`config.mk`:
```
export PLATFORM = sky130hd
export DESIGN_NAME = scc_isqrt
export DESIGN_NICKNAME = d
export VERILOG_FILES = /design/src/scc_pkg.sv /design/src/scc_isqrt.sv
export SDC_FILE = /design/constraint.sdc
export NUM_CORES = 2
export LEC_CHECK = 0
export BUFFER_PORTS_ARGS = -buffer_cell sky130_fd_sc_hd__buf_4
export CAP_MARGIN = 30
export CORE_MARGIN = 2
export CORE_UTILIZATION = 25
export DETAILED_ROUTE_END_ITERATION = 7
export SETUP_SLACK_MARGIN = 0.02
export SYNTH_ARGS = -nofsm -noshare
export SYNTH_HDL_FRONTEND = slang
export SYNTH_MEMORY_MAX_BITS = 65536
export SYNTH_SLANG_ARGS = --single-unit
export TNS_END_PERCENT = 5
```
`constraint.sdc`:
```
create_clock -name clk -period 6.2 [get_ports clk]
set_input_delay 0.62 -clock clk [delete_from_list [all_inputs] [get_ports clk]]
set_output_delay 0.62 -clock clk [all_outputs]
set_load 0.05 [all_outputs]
```
`src/scc_pkg.sv`:
```
// Shared widths and constants for the sphere/capsule contact pipeline.
package scc_pkg;

  localparam int FRAC_BITS = 16;   // fraction bits of all coordinates
  localparam int CW        = 32;   // coordinate width
  localparam int RADW      = 31;   // radius width
  localparam int NW        = 18;   // normal component width
  localparam int EPSW      = 16;   // fuzzy epsilon width
  localparam int LW        = 66;   // squared length width, |n|^2 < 3*2^64

  localparam logic [EPSW-1:0] EPS_RESET = 16'd1;

endpackage

```
`src/scc_isqrt.sv`:
```
// Pipelined floor integer square root, one root bit per stage.
module scc_isqrt #(
  parameter int XW = scc_pkg::LW
) (
  input  logic            clk,
  input  logic            en,
  input  logic [XW-1:0]   radicand,
  output logic [XW/2-1:0] root
);

  localparam int RW = XW / 2;

  logic [XW-1:0] op_r  [RW];
  logic [XW-1:0] res_r [RW];

  for (genvar i = 0; i < RW; i++) begin : g_step
    localparam logic [XW-1:0] ONE = {{(XW-1){1'b0}}, 1'b1} << (2 * (RW - 1 - i));
    logic [XW-1:0] op_in;
    logic [XW-1:0] res_in;
    logic [XW-1:0] trial;

    if (i == 0) begin : g_first
      assign op_in  = radicand;
      assign res_in = '0;
    end else begin : g_next
      assign op_in  = op_r[i-1];
      assign res_in = res_r[i-1];
    end

    assign trial = res_in + ONE;

    always_ff @(posedge clk) begin
      if (en) begin
        if (op_in >= trial) begin
          op_r[i]  <= op_in - trial;
          res_r[i] <= (res_in >> 1) + ONE;
        end else begin
          op_r[i]  <= op_in;
          res_r[i] <= res_in >> 1;
        end
      end
    end
  end

  assign root = res_r[RW-1][RW-1:0];

endmodule

```
Word level (Yosys, flattened, before mapping):

Memory sizes are Yosys's and may differ from the RTL's.
Index checks and enable logic that the tools add are counted.

* add/subtract/negate cells: 97
* magnitude comparators: 33
* multiplexer cells: 264
* bitwise logic cells: 66

Operator list (count)
* 66-bit 2-to-1 mux: 66
* 66-bit >= comparator: 32
* 66-bit subtractor: 32
* 1-bit 2-to-1 mux: 198
* 65-bit by 1-bit adder with 66-bit output (second input constant): 1
* 65-bit by 11-bit adder with 66-bit output (second input constant): 1
* 65-bit by 13-bit adder with 66-bit output (second input constant): 1
* 65-bit by 15-bit adder with 66-bit output (second input constant): 1
* 65-bit by 17-bit adder with 66-bit output (second input constant): 1
* 65-bit by 19-bit adder with 66-bit output (second input constant): 1
* 65-bit by 21-bit adder with 66-bit output (second input constant): 1
* 65-bit by 23-bit adder with 66-bit output (second input constant): 1
* 65-bit by 25-bit adder with 66-bit output (second input constant): 1
* 65-bit by 27-bit adder with 66-bit output (second input constant): 1
* 65-bit by 29-bit adder with 66-bit output (second input constant): 1
* 65-bit by 3-bit adder with 66-bit output (second input constant): 1
* 65-bit by 31-bit adder with 66-bit output (second input constant): 1
* 65-bit by 33-bit adder with 66-bit output (second input constant): 1
* 65-bit by 35-bit adder with 66-bit output (second input constant): 1
* 65-bit by 37-bit adder with 66-bit output (second input constant): 1
* 65-bit by 39-bit adder with 66-bit output (second input constant): 1
* 65-bit by 41-bit adder with 66-bit output (second input constant): 1
* 65-bit by 43-bit adder with 66-bit output (second input constant): 1
* 65-bit by 45-bit adder with 66-bit output (second input constant): 1
* other kinds (47): 112

* register bits: 0
* bits in writable memories: 4356
* input port bits: 68
* output and inout bits: 33
* word-level logic and storage cells: 462
* memories: 2

Memories
* op_r: words 33, width 66, rd ports 32, clocked after Yosys merged registers in 0, wr ports 33, line scc_isqrt.sv:13 `logic [XW-1:0] op_r [RW];`
* res_r: words 33, width 66, rd ports 33, clocked after Yosys merged registers in 0, wr ports 33, line scc_isqrt.sv:14 `logic [XW-1:0] res_r [RW];`

Depth between registers and ports, before layout:

An unclocked memory read counts as a cell.

* word-level depth: 7
* gate-level depth with buffers: 15
* mapped depth without buffers: 13

Worst setup path before layout:

Ideal clock, no wire load.

* kind: input -> register
* start: input en
* end: memory op_r[31][0] (netlist name), enable pin
* library setup time: 0.492 ns
* arrival: 4.336 ns
* required time: 5.708 ns
* setup slack: 1.373 ns
* stages: 5
* path buffers: 5
* cell sequence: clkbuf_1 clkbuf_1 clkbuf_1 clkbuf_1 clkbuf_1

RTL lines
* start: declaration: line scc_isqrt.sv:6 `input logic en,`
* end: declaration: line scc_isqrt.sv:13

==> impl_metrics.toml <==
[run_status]
status = "finished clean"

[setup_path]
slowest_delay_ns = 0.79
end_kind = "register"
r2r-start = "op_r[27][33]"
critPathLaunchType = "register"
critical_path_required_ns = 6.80
crit_type = "reg -> reg"
arrival_ns = 5.42
reg2reg_to = "op_r[28][60]"
worst-path-buf-inv = 0
reg2reg_slack_ns = 1.39
cp_max_fo = 44
worst-r2r-cell-count = 10
crit_top_cell = "nand4_1"
path_delay_family = "simple AND/OR/NAND/NOR gates"
worstPathCellList = "ha_1 > nand4_1 > or4b_1 > nor4_1 > nand4_1 > nand4_1 > o21ba_2 > nor4b_1 > nand2_1 > xnor2_1"
critPathSlowestCell = "nor4_1"

[timing]
fin_crit_sh_pct = 77.6
hold_violations = 0
rsz0062_at_grt = "no"
relSlewSlack_pct = 5.83
maxSlewViolCount = 0
tightest_slew_ns = 1.41
fin_crit_ns = 4.81
layout_setup_ws_ns = 1.39
fin_skew_ns = 0.0800
setup_viol = 0
fin_setup_tns_ns = 0
fmax_mhz = 208

[route]
dr.pass1.iters = 6
wl_per_cell_um = 15.7
wirelength_um = 276000
detail-route-antenna-nets = 0
drt_iter0_drc = 4713
viasPerCell = 4.45
post-route-drc-count = 0
dr_total_vias = 78000

[layout]
final_cell_area_mm2 = 0.146
final_util_pct = 28.6
drive_gt1_share_pct = 6.52
syn_to_final_growth_pct = 13.9
nNetsFinal = 11200
stdcell_count = 17500

[floorplanning]
die_w_um = 721
io_pins = 101
dieArea_mm2 = 0.520
core_region_area_mm2 = 0.513
start_util_pct = 25.1
rows = 263
die_y_um = 721

[yosys]
synthCells = 10300
yosysTopAreaCellShare_pct = 62.4
synth_cell_type_count = 96
synth-edff-count = 2673
ys_seq_area_share_pct = 62.4
async_flop_share_pct = 0
synthTopCellsByArea = "edfxtp_1 62%, ha_1 5.8%, xnor2_1 3.5%, xor2_1 2.8%, nand2_1 2.3%"
synth_top_area_cell = "edfxtp_1"
syn-cell-area_mm2 = 0.129
yosys-top-cells-count = "2673 x edfxtp_1, 776 x nand2_1, 740 x inv_1"
ys.flop_type = "edfxtp_1"
yosysMostFrequentCell = "edfxtp_1"
avgSynthCellArea_um2 = 12.5
synth_fp_nets = 11000
yosysWarnings = 0
yosys_register_bits = 2673

[cts]
cts_max_level = 4
tritoncts = "done"
numCtsBuffers = 247
cts_sinks = 2673
clk_latency_ns = 0.96
clkTransAtPathRegs_ns = 0.06
ctsLongestPathBuffers = 4
root_buffer = "clkbuf_16"

[flow_run]
cap_violations = 0

[place]
pre_cts_ws_ns = 1.40
place_congestion = 0.963
portBuffers = 100
dp_hpwl_um = 207000
placed_area_mm2 = 0.138
place_inst = 17000

[power_and_ir_drop]
power.density_mw_per_mm2 = 343
leakage_nw = 52.8
vdd_drop_max_uv = 280

[grt]
grt_pass1_wl_um = 429000
antenna_found_initial = 2
grt_util_all_layers_pct = 10.3
overflow = 0
first_global_vias = 80000
grt_start_max_net_pins = 233

[hold_path]
holdPathStages = 3
min_to = "op_r[0][65]"
worstHoldPathType = "in -> reg"
hp-start = "radicand[65]"
worst min-delay path, cell delays in order:
cell and delay [ns]:
buf_4 0.08, nor2_1 0.03, a21oi_1 0.11
state kept, by name (all words and copies together) (netlist names):
| signal | cells |
|---|---|
| op_r | 2112 |
| res_r | 561 |
power by group:
group / internal (W) / switching, W / total, W
Sequential: 0.0229 / 0.00164 / 0.0245
Clock: 0.00839 / 0.00665 / 0.0150
Combinational: 0.00445 / 0.00626 / 0.0107
repair_timing:
item | 4_1_cts | 5_1_grt
hold buffers | 64 | 0
hold endpoints to repair | 64 | 0
buffers inserted | 0 | 0
resized for setup | 0 | 0
how the worst max path moves through the flow:
stage | from | endpoint | depth (start not counted)
after global placement | op_r[27][32] | op_r[28][60] | 10
after detailed placement | op_r[27][32] | op_r[28][60] | 10
after global routing | op_r[27][33] | op_r[28][60] | 10
after CTS | op_r[27][33] | op_r[28][60] | 10
final | op_r[27][33] | op_r[28][60] | 10
after floorplan | en | op_r[31][0] | 5
per-layer routing:
| metal | share of wire (%) | GRT usage, % | up-vias |
|---|---|---|---|
| met5 | 0 | 0 | - |
| li1 | - | - | 39100 |
| met3 | 2.7 | 1.24 | 653 |
| met1 | 36 | 9.93 | 36800 |
| met2 | 55 | 20.7 | 1399 |
| met4 | 6.5 | 5.86 | 0 |
layout by cell type (no fill, tap or decap), drive strengths merged, types with 191 or more instances in the layout:
cell type,instances
edfxtp,2673
nand2,776
inv,743
ha,591
nor2,582
o21ai,570
a21oi,533
xnor2,522
xor2,408
nor4,377
clkbuf,294
nor3,282
a21o,261
buf,201
nand3,191
cells by family (layout without fill, tap and decap cells):
| group | count (synthesis) | in the layout | share of synthesized area [%] |
|---|---|---|---|
| compound gates | 1910 | 1910 | 9.23 |
| simple gates | 3155 | 3155 | 12.8 |
| buf+inv | 975 | 1455 | 2.87 |
| xor+xnor | 930 | 930 | 6.34 |
| other cells | 0 | 1 | 0 |
| flops | 2673 | 2673 | 62.4 |
| fa+ha+maj | 591 | 591 | 5.75 |
| mux | 74 | 74 | 0.635 |
area by class of cell:
cell class	count	area, um^2
Antenna cell	1	2.50
Sequential cell	2673	80300
Timing Repair Buffer	266	2310
Clock buffer	294	6420
Fill cell	51700	366000
Inverter	741	2780
Clock inverter	154	1440
Tap cell	6757	8450
Multi-Input combinational cell	6660	44700
per-stage QoR:
stage          power [W]  hold WS, ns
2_1_floorplan     0.0325        0.417
3_3_place_gp      0.0353        0.424
3_5_place_dp      0.0355        0.427
6_report          0.0503       0.0742
4_1_cts           0.0506       0.0121
5_1_grt           0.0529       0.0303
No activity file was read; power rests on OpenSTA's default activity.
